===== src/sv/bcsd_pkg.sv =====
`default_nettype none

package bcsd_pkg;

	// default width of byte counts
	localparam int SIZE_BITS_DEF = 48;

	// block size register width
	localparam int BLK_W = 32;

	// reset values of the two registers
	localparam logic [BLK_W-1:0] RESET_BLOCK_BYTES = 32'd4096;
	localparam longint unsigned RESET_CHUNK_LIMIT = 64'd4096 * 64'd1024;

	// register select, taken from paddr bit 3
	localparam logic REG_BLOCK = 1'b0;
	localparam logic REG_LIMIT = 1'b1;

endpackage

`default_nettype wire


===== src/sv/best_chunk_size_divisor_core.sv =====
`default_nettype none

// steps: when block_bytes is zero, an error result straight from idle; otherwise two divisions
// (DW = max(SIZE_BITS, 32)), then up to about sqrt(blocks) trial divisions, then a
// shift-add multiply; all share the registers of one radix-2 divider
// throughput: one item at a time, busy stays high until the done strobe cycle
// reset: registers return to 4096 and 4194304 bytes, no result pending
// the receiver cannot stall: each result is shown for exactly one cycle with done
module best_chunk_size_divisor_core
	import bcsd_pkg::*;
#(
	parameter int SIZE_BITS = SIZE_BITS_DEF
) (
	input  wire logic                 clk,
	input  wire logic                 arst_n,
	// apb-style configuration port
	input  wire logic                 psel,
	input  wire logic                 penable,
	input  wire logic                 pwrite,
	input  wire logic [3:0]           paddr,
	input  wire logic [63:0]          pwdata,
	output logic      [63:0]          prdata,
	output logic                      pready,
	// command side
	input  wire logic                 start,
	output logic                      busy,
	input  wire logic [SIZE_BITS-1:0] total_bytes,
	// result side
	output logic                      done,
	output logic      [SIZE_BITS-1:0] chunk_bytes,
	output logic      [SIZE_BITS-1:0] blocks_in_chunk,
	output logic                      status
);

	localparam int DW = (SIZE_BITS > BLK_W) ? SIZE_BITS : BLK_W;
	localparam int CW = $clog2(DW + 1);

	typedef enum logic [2:0] {
		S_IDLE,
		S_DIV_TOT,
		S_DIV_LIM,
		S_SEARCH,
		S_MUL
	} state_t;

	state_t                 state_q;
	logic [BLK_W-1:0]       blk_q;
	logic [SIZE_BITS-1:0]   lim_q;

	// shared divider / multiplier registers
	logic [DW-1:0]          rem_q;
	logic [DW-1:0]          quo_q;
	logic [DW-1:0]          dvs_q;
	logic [CW-1:0]          cnt_q;

	// search registers
	logic [SIZE_BITS-1:0]   blocks_q;
	logic [SIZE_BITS-1:0]   maxb_q;
	logic [SIZE_BITS-1:0]   best_q;
	logic [SIZE_BITS-1:0]   d_q;
	logic [SIZE_BITS-1:0]   chosen_q;

	logic                   done_q;
	logic [SIZE_BITS-1:0]   chunk_q;
	logic [SIZE_BITS-1:0]   blocks_out_q;
	logic                   status_q;

	// configuration port
	logic cfg_wr;
	assign cfg_wr = psel && penable && pwrite && pready;
	assign pready = 1'b1;
	assign prdata = (paddr[3] == REG_LIMIT) ? 64'(lim_q) : 64'(blk_q);

	always_ff @(posedge clk or negedge arst_n) begin
		if (!arst_n) begin
			blk_q <= RESET_BLOCK_BYTES;
			lim_q <= SIZE_BITS'(RESET_CHUNK_LIMIT);
		end else if (cfg_wr) begin
			if (paddr[3] == REG_BLOCK) begin
				blk_q <= pwdata[BLK_W-1:0];
			end else begin
				lim_q <= pwdata[SIZE_BITS-1:0];
			end
		end
	end

	// one restoring divide step
	logic [DW:0]   div_shift;
	logic          div_ge;
	logic [DW:0]   div_diff;
	logic [DW-1:0] div_rem_nx;
	logic [DW-1:0] div_quo_nx;

	assign div_shift  = {rem_q, quo_q[DW-1]};
	assign div_ge     = div_shift >= {1'b0, dvs_q};
	assign div_diff   = div_shift - {1'b0, dvs_q};
	assign div_rem_nx = div_ge ? div_diff[DW-1:0] : div_shift[DW-1:0];
	assign div_quo_nx = {quo_q[DW-2:0], div_ge};

	// one shift-add multiply step, multiplier bits taken msb first
	logic [DW-1:0] mul_acc_nx;
	assign mul_acc_nx = {rem_q[DW-2:0], 1'b0} +
		(quo_q[BLK_W-1] ? DW'(chosen_q) : '0);

	// finished division, narrowed to byte-count width
	logic [SIZE_BITS-1:0] quo_w;
	logic                 rem_zero;
	logic [SIZE_BITS-1:0] d_next;
	assign quo_w    = quo_q[SIZE_BITS-1:0];
	assign rem_zero = (rem_q == '0);
	assign d_next   = d_q + SIZE_BITS'(1);

	// sequencer with registered results
	always_ff @(posedge clk or negedge arst_n) begin
		if (!arst_n) begin
			state_q      <= S_IDLE;
			rem_q        <= '0;
			quo_q        <= '0;
			dvs_q        <= '0;
			cnt_q        <= '0;
			blocks_q     <= '0;
			maxb_q       <= '0;
			best_q       <= '0;
			d_q          <= '0;
			chosen_q     <= '0;
			done_q       <= 1'b0;
			chunk_q      <= '0;
			blocks_out_q <= '0;
			status_q     <= 1'b0;
		end else begin
			done_q <= 1'b0;
			unique case (state_q)
				S_IDLE: begin
					if (start) begin
						if (blk_q == '0) begin
							done_q       <= 1'b1;
							chunk_q      <= '0;
							blocks_out_q <= '0;
							status_q     <= 1'b1;
						end else begin
							rem_q   <= '0;
							quo_q   <= DW'(total_bytes);
							dvs_q   <= DW'(blk_q);
							cnt_q   <= CW'(DW);
							state_q <= S_DIV_TOT;
						end
					end
				end
				S_DIV_TOT, S_DIV_LIM, S_SEARCH: begin
					if (cnt_q != '0) begin
						rem_q <= div_rem_nx;
						quo_q <= div_quo_nx;
						cnt_q <= cnt_q - CW'(1);
					end else begin
						priority if ((state_q != S_SEARCH) && (quo_w == '0 || !rem_zero)) begin
							// too small or not a block multiple
							done_q       <= 1'b1;
							chunk_q      <= '0;
							blocks_out_q <= '0;
							status_q     <= 1'b1;
							state_q      <= S_IDLE;
						end else if (state_q == S_DIV_TOT) begin
							blocks_q <= quo_w;
							rem_q    <= '0;
							quo_q    <= DW'(lim_q);
							cnt_q    <= CW'(DW);
							state_q  <= S_DIV_LIM;
						end else if (state_q == S_DIV_LIM) begin
							maxb_q <= quo_w;
							if (blocks_q <= quo_w) begin
								// whole file fits in one chunk
								chosen_q <= blocks_q;
								rem_q    <= '0;
								quo_q    <= DW'(blk_q);
								cnt_q    <= CW'(BLK_W);
								state_q  <= S_MUL;
							end else begin
								best_q  <= SIZE_BITS'(1);
								d_q     <= SIZE_BITS'(1);
								rem_q   <= '0;
								quo_q   <= DW'(blocks_q);
								dvs_q   <= DW'(SIZE_BITS'(1));
								cnt_q   <= CW'(DW);
								state_q <= S_SEARCH;
							end
						end else if (quo_w < d_q) begin
							// passed the square root, keep best small divisor
							chosen_q <= best_q;
							rem_q    <= '0;
							quo_q    <= DW'(blk_q);
							cnt_q    <= CW'(BLK_W);
							state_q  <= S_MUL;
						end else if (rem_zero && quo_w <= maxb_q) begin
							// largest paired divisor that fits
							chosen_q <= (quo_w > best_q) ? quo_w : best_q;
							rem_q    <= '0;
							quo_q    <= DW'(blk_q);
							cnt_q    <= CW'(BLK_W);
							state_q  <= S_MUL;
						end else begin
							if (rem_zero && d_q <= maxb_q && d_q > best_q) begin
								best_q <= d_q;
							end
							d_q   <= d_next;
							rem_q <= '0;
							quo_q <= DW'(blocks_q);
							dvs_q <= DW'(d_next);
							cnt_q <= CW'(DW);
						end
					end
				end
				S_MUL: begin
					if (cnt_q != '0) begin
						rem_q <= mul_acc_nx;
						quo_q <= {quo_q[DW-2:0], 1'b0};
						cnt_q <= cnt_q - CW'(1);
					end else begin
						done_q       <= 1'b1;
						chunk_q      <= rem_q[SIZE_BITS-1:0];
						blocks_out_q <= chosen_q;
						status_q     <= 1'b0;
						state_q      <= S_IDLE;
					end
				end
				default: begin
					state_q <= S_IDLE;
				end
			endcase
		end
	end

	assign busy            = (state_q != S_IDLE);
	assign done            = done_q;
	assign chunk_bytes     = chunk_q;
	assign blocks_in_chunk = blocks_out_q;
	assign status          = status_q;

	// a result beat only appears once the sequencer is back in idle
	a_done_idle: assert property (@(posedge clk) disable iff (!arst_n)
		done |-> !busy)
		else $error("result beat while busy");

	// error beats carry zero sizes
	a_err_zero: assert property (@(posedge clk) disable iff (!arst_n)
		(done && status) |-> (chunk_bytes == '0 && blocks_in_chunk == '0))
		else $error("error beat with nonzero sizes");

	// a good beat has at least one block per chunk
	a_ok_nonzero: assert property (@(posedge clk) disable iff (!arst_n)
		(done && !status) |-> (blocks_in_chunk != '0))
		else $error("good beat with zero blocks");

	// an accepted item with a valid block size keeps the block busy
	a_start_busy: assert property (@(posedge clk) disable iff (!arst_n)
		(start && !busy && blk_q != '0) |=> busy)
		else $error("accepted item did not start the sequencer");

	// the running best divisor never exceeds the block limit
	a_best_fits: assert property (@(posedge clk) disable iff (!arst_n)
		(state_q == S_SEARCH) |-> (best_q <= maxb_q))
		else $error("best divisor above limit");

endmodule

`default_nettype wire

===== config.mk =====
export PLATFORM = sky130hd
export DESIGN_NAME = best_chunk_size_divisor_core
export DESIGN_NICKNAME = d
export VERILOG_FILES = /design/src/sv/bcsd_pkg.sv /design/src/sv/best_chunk_size_divisor_core.sv
export SDC_FILE = /design/constraint.sdc
export NUM_CORES = 2
export LEC_CHECK = 0
export BUFFER_PORTS_ARGS = -buffer_cell sky130_fd_sc_hd__buf_2
export CORE_AREA = 5 5 326 328
export DETAILED_ROUTE_END_ITERATION = 8
export DIE_AREA = 0 0 331 333
export GPL_ROUTABILITY_DRIVEN = 1
export HOLD_SLACK_MARGIN = 0.08
export PLACE_DENSITY = 0.59
export SYNTH_ARGS = -nofsm -noshare
export SYNTH_HDL_FRONTEND = slang
export SYNTH_SLANG_ARGS = --single-unit

===== constraint.sdc =====
create_clock -name clk -period 4.4 [get_ports clk]
set_input_delay 0.88 -clock clk [delete_from_list [all_inputs] [get_ports clk]]
set_output_delay 0.88 -clock clk [all_outputs]
set_load 0.02 [all_outputs]

-- Yosys cells after proc, flatten, opt, wreduce, memory -nomap -nowiden
Index checks and enable logic that the tools add are counted.
Widths: inputs -> output; s select.
- $add $sub $neg: 4
- $lt $le $gt $ge: 7
- equal/unequal tests: 23
- muxes and demuxes: 81
- bitwise gates (word level): 4
- reduce and logical (&&, ||, !) cells: 30
- operators by type and width (operator ; number):
    $mux 48 ; 42
    $pmux 48 s3 ; 4
    $le 48x48->1 ; 3
    $gt 48x48->1 ; 2
    $logic_not 48->1 ; 2
    $pmux 48 s2 ; 1
    $ge 49x48->1 ; 1
    $add 48x1->48 const B ; 1
    $add 48x48->48 ; 1
    $lt 48x48->1 ; 1
    $sub 48x48->48 ; 1
    $mux 6 ; 7
    $logic_not 32->1 ; 1
    $mux 3 ; 10
    $ne 2x2->1 const B ; 12
    $pmux 6 s3 ; 1
    $mux 5 ; 3
    $reduce_and 5->1 ; 3
    $ne 3x3->1 const B ; 4
    $reduce_and 6->1 ; 2
    $mux 1 ; 10
    $pmux 3 s3 ; 1
    $reduce_and 9->1 ; 1
    $reduce_bool 3->1 ; 3
    other kinds (20) ; 32
- register bits: 571
- logic and storage cells: 165

-- Logic depth before layout (Yosys ltp)
- depth after elaboration: 9
- depth in mapped cells: 14
- mapped depth without buffers: 13

-- Least setup slack after synthesis
OpenSTA, ideal clock, no wires.
- kind: register -> register
- start point: register quo_q[31]
- end point: register rem_q[35]
- setup time: 0.126 ns
- arrival: 3.460 ns
- setup slack: 0.814 ns
- cell stages (with the launch flop): 14
- cell sequence: dfrtp_1 clkbuf_1 and2_1 ha_1 fa_1 a211oi_1 o21ai_1 o311a_1 o31a_1 nor2_1 mux2_2 nor4_1 o211ai_1 o32a_1
- longest elaborated chain between the ends: 5
- elaborated cells between the ends (all ways): 9
- those cells by class: 1 x add/sub; 1 x eq/ne; 3 x mux; 4 x reduce/logical
- ends and longest elaborated chain (what ; RTL line ; RTL):
    start: declaration ; best_chunk_size_divisor_core.sv:52 ; logic [DW-1:0] quo_q;
    start signal: assignment ; best_chunk_size_divisor_core.sv:142 ; quo_q <= DW'(total_bytes);
    start signal: assignment ; best_chunk_size_divisor_core.sv:152 ; quo_q <= div_quo_nx;
    start signal: assignment ; best_chunk_size_divisor_core.sv:165 ; quo_q <= DW'(lim_q);
    branches (longest 5 deep; another with $add 48x48->48) ; - ;
    end signal: assignment ; best_chunk_size_divisor_core.sv:151 ; rem_q <= div_rem_nx;
    end signal: assignment ; best_chunk_size_divisor_core.sv:214 ; rem_q <= mul_acc_nx;
    end: declaration ; best_chunk_size_divisor_core.sv:51 ; logic [DW-1:0] rem_q;
Parallel ways; which one is timed is not known. The select of a mux whose other input is x is not followed.
A chain may end at the register's enable or synchronous reset.

-- Final worst setup path
- start point: register d_q[36]
- end point: register chosen_q[5]
- longest elaborated chain between the ends: 3
- elaborated cells between the ends (all ways): 5
- those cells by class: 1 x order compare; 2 x mux; 2 x reduce/logical
- ends and longest elaborated chain (what ; RTL line ; RTL):
    start: declaration ; best_chunk_size_divisor_core.sv:60 ; logic [SIZE_BITS-1:0] d_q;
    start signal: assignment ; best_chunk_size_divisor_core.sv:204 ; d_q <= d_next;
    $lt 48x48->1 * ; best_chunk_size_divisor_core.sv:186 ; end else if (quo_w < d_q) begin
    $reduce_bool 3->1 (no line) or $mux 48 (tied branches) ; - ;
    $reduce_and 6->1 (no line) or $mux 48 (tied branches) ; - ;
    end signal: assignment ; best_chunk_size_divisor_core.sv:172 ; chosen_q <= blocks_q;
    end signal: assignment ; best_chunk_size_divisor_core.sv:188 ; chosen_q <= best_q;
    end signal: assignment ; best_chunk_size_divisor_core.sv:195 ; chosen_q <= (quo_w > best_q) ? quo_w : best_q;
    end: declaration ; best_chunk_size_divisor_core.sv:61 ; logic [SIZE_BITS-1:0] chosen_q;
Mark *: on every way between the ends. The rest lies on a longest branch, timed or not.

==> metrics.md <==
| Metric | Value |
|---|---|
| Run status | completed |
| Data arrival, critical path | 4660 ps |
| Skew final | 31.0 ps |
| Number of vias per cell | 6.07 |
| Hold Slack | 288 ps |
| Rel. slew slack | 25.0% |
| Die Wd | 331 µm |
| R2r worst-path depth | 12 |
| Fraction of layout cells with a size suffix above 1 | 15.9% |
| Netlist cell types | 92 |
| Clock latency on the worst-skew pair | 660 ps |
| Worst-Margin Slew | 1120 ps |
| CP peak stage delay | 650 ps |
| Final setup viols | 0 |
| Antenna Nets Post-Route | 0 |
| Core outline area | 103000 µm² |
| Row Count | 118 |
| Pin count of the biggest net entering global routing | 80 |
| Count of state elements after synthesis | 571 |
| R2R Path End | chosen_q[5] |
| Critical Path Start Type | flop |
| PD cells | 637 nW/µm² |
| Crit path kind | flop to flop |
| Clock transition at path regs | 70 ps |
| Critical path's slowest cell | a211oi_1 |
| Peak VDD IR | 0.000301 V |
| Post-Route Setup TNS | 0 ps |
| Setup slack after layout | 274 ps |
| # placed instances | 6095 |
| Via count | 37755 |
| DR iter-0 viols | 3677 |
| Cell count after synthesis | 4547 |
| Total GRT Usage | 27.6% |
| Worst Hold Class | input pin to asynchronous set/reset pin |
| Clock Path Buffers | 3 |
| Area grow syn2layout | 15.3% |
| R2R setup slack | 270 ps |
| H-Tree Depth | 3 |
| DIE AREA | 110000 µm² |
| Nets | 5294 |
| Ports | 286 |
| Vias in the first global route | 35805 |
| Util after Layout | 45.6% |
| Crit end category | flop |
| Global-route wire length before repair | 234000 µm |
| Most frequent cells in the layout | dfrtp_1, ha_1, o21ai_0, a21oi_1, nand2_1 |
| Top post-synthesis cells by area | dfrtp_1, ha_1, o21ai_0 |
| FFs w/ async S/R, synth | 100% |
| Fin crit period | 4130 ps |
| Initial core utilization | 39.6% |
| Mapped Area | 40700 µm² |
| Wire per inst | 25.2 µm |
| Leakage Power | 21.7 nW |
| Tcrit/Tclk final | 93.8% |
| GPL Wtd Cong | 0.975 |
| Mapped Avg Cell Area | 8.95 µm² |
| CTS Buf Count | 69 |
| GRT overflow | 0 |
| Commonest non-fill, non-tap cell in the layout | dfrtp_1 |
| RSZ-0062 raised after global routing | false |
| Die height | 333 µm |
| Top FF cell, synth | dfrtp_1 |
| Max capacitance violation total | 0 |
| Largest area contributor in the netlist | dfrtp_1 |
| Crit path max fanout | 48 |
| Post_cts resized | 0 |
| Hold_buf cts | 0 |
| Final non-filler cell total | 6225 |
| EDFF count, synth | 0 |
| Post-synthesis sequential area ratio | 35.1% |
| CTS root buf | clkbuf_16 |
| Fmax achieved | 242 MHz |
| Postcts setup bufs | 0 |
| Worst path cell trace | inv_1 -> ha_1 -> nand4_1 -> nor2_1 -> a2111oi_0 -> a211oi_1 -> a211oi_1 -> and3_1 -> nor2_1 -> a211oi_4 -> buf_12 -> mux2_2 |
| Final hold viol count | 0 |
| Max-slew violation count | 0 |
| I/O Buffers | 249 |
| Reg2reg start | d_q[36] |
| Pre-CTS WS | 358 ps |
| Top cell type's share of synthesized area | 35.0% |
| Antenna violations before repair | 7 |
| TritonRoute pass-1 iters | 6 |
| Clock sink total | 571 |
| TritonCTS clock tree | yes |
| Yosys Warn Count | 0 |
| WP data required | 4940 ps |
| Drt drc | 0 |
| Detailed Place HPWL | 119000 µm |
| Routed WL | 157000 µm |
-- where the power goes --
group / internal, mW / total (mW) / switching [mW]
registers: 6.26 / 7.58 / 1.32
logic: 5.96 / 16.1 / 10.2
clock network: 3.69 / 6.22 / 2.54
-- synth_stat cells, types with 100 or more instances --
library cell,number
a21oi_1,336
a22o_1,100
clkbuf_1,229
dfrtp_1,569
ha_1,384
inv_1,285
mux2_2,152
nand2_1,336
nand3_1,139
nor2_1,215
nor3_1,120
o21ai_0,343
-- how the worst max path moves through the flow --
stage                  end  slack [ps]       from  cells after the start
5_1_grt          quo_q[34]         130  quo_q[22]                     13
3_3_place_gp     quo_q[34]         380  quo_q[22]                     13
6_report       chosen_q[5]         270    d_q[36]                     12
4_1_cts          quo_q[33]         310  quo_q[22]                     13
2_1_floorplan    rem_q[35]         810  quo_q[31]                     13
3_5_place_dp   chosen_q[5]         360    d_q[36]                     12
-- flip-flops by register name, summed over array words and instances (netlist names) --
| register | cells |
|---|---|
| best_q | 48 |
| blocks_in_chunk | 48 |
| blocks_q | 48 |
| chosen_q | 48 |
| chunk_bytes | 48 |
| d_q | 48 |
| dvs_q | 48 |
| lim_q | 48 |
| maxb_q | 48 |
| quo_q | 48 |
| rem_q | 48 |
| blk_q | 32 |
| cnt_q | 6 |
| state_q | 3 |
| done | 1 |
| status | 1 |
-- critical path: cells and delay by family (launching register included) --
family / cells / cell delay (ps)
AO/OA/AOI/OAI: 4 / 1580
AND/OR/NAND/NOR: 4 / 700
multiplexers: 1 / 380
flip-flops: 1 / 510
adder cells (fa/ha/maj): 1 / 320
buffers and inverters: 2 / 490
-- final cells by class --
cell class,instances,area [µm²]
Tap cell,1380,1730
Sequential cell,571,14300
Fill cell,10056,56000
Antenna cell,3,7.51
Clock buffer,97,1960
Inverter,286,1070
Timing Repair Buffer,453,3180
Multi-Input combinational cell,3405,24200
Clock inverter,30,475
-- per-layer routing --
layer | track usage (%) | routed length, µm | up-vias
met5 | 0 | 19 | -
met4 | 10.6 | 7120 | 2
met3 | 4.51 | 11600 | 300
met2 | 42.9 | 69400 | 1567
met1 | 38.7 | 68700 | 18456
li1 | - | - | 17430
-- stage by stage --
| stage | power (mW) | cell area (µm²) |
|---|---|---|
| final | 29.9 | 47000 |
| after global routing | 31.7 | 46900 |
| after CTS | 29.7 | 46900 |
| after detailed placement | 23.3 | 44500 |
| after global placement | 23.2 | 44500 |
| after floorplan | 17.5 | 40800 |
-- kinds of logic after synthesis --
kind of cell | Yosys count | synth area share [%]
xor gates and xnor gates | 121 | 2.60
adders and majority gates | 386 | 11.9
DFF | 571 | 35.1
other | 2 | 0.0184
and+or+nand+nor | 1171 | 14.1
muxes | 261 | 6.95
buffers and inverters | 586 | 5.82
AOI/OAI and AO/OA | 1449 | 23.5
(Power assumes the default switching activity.)
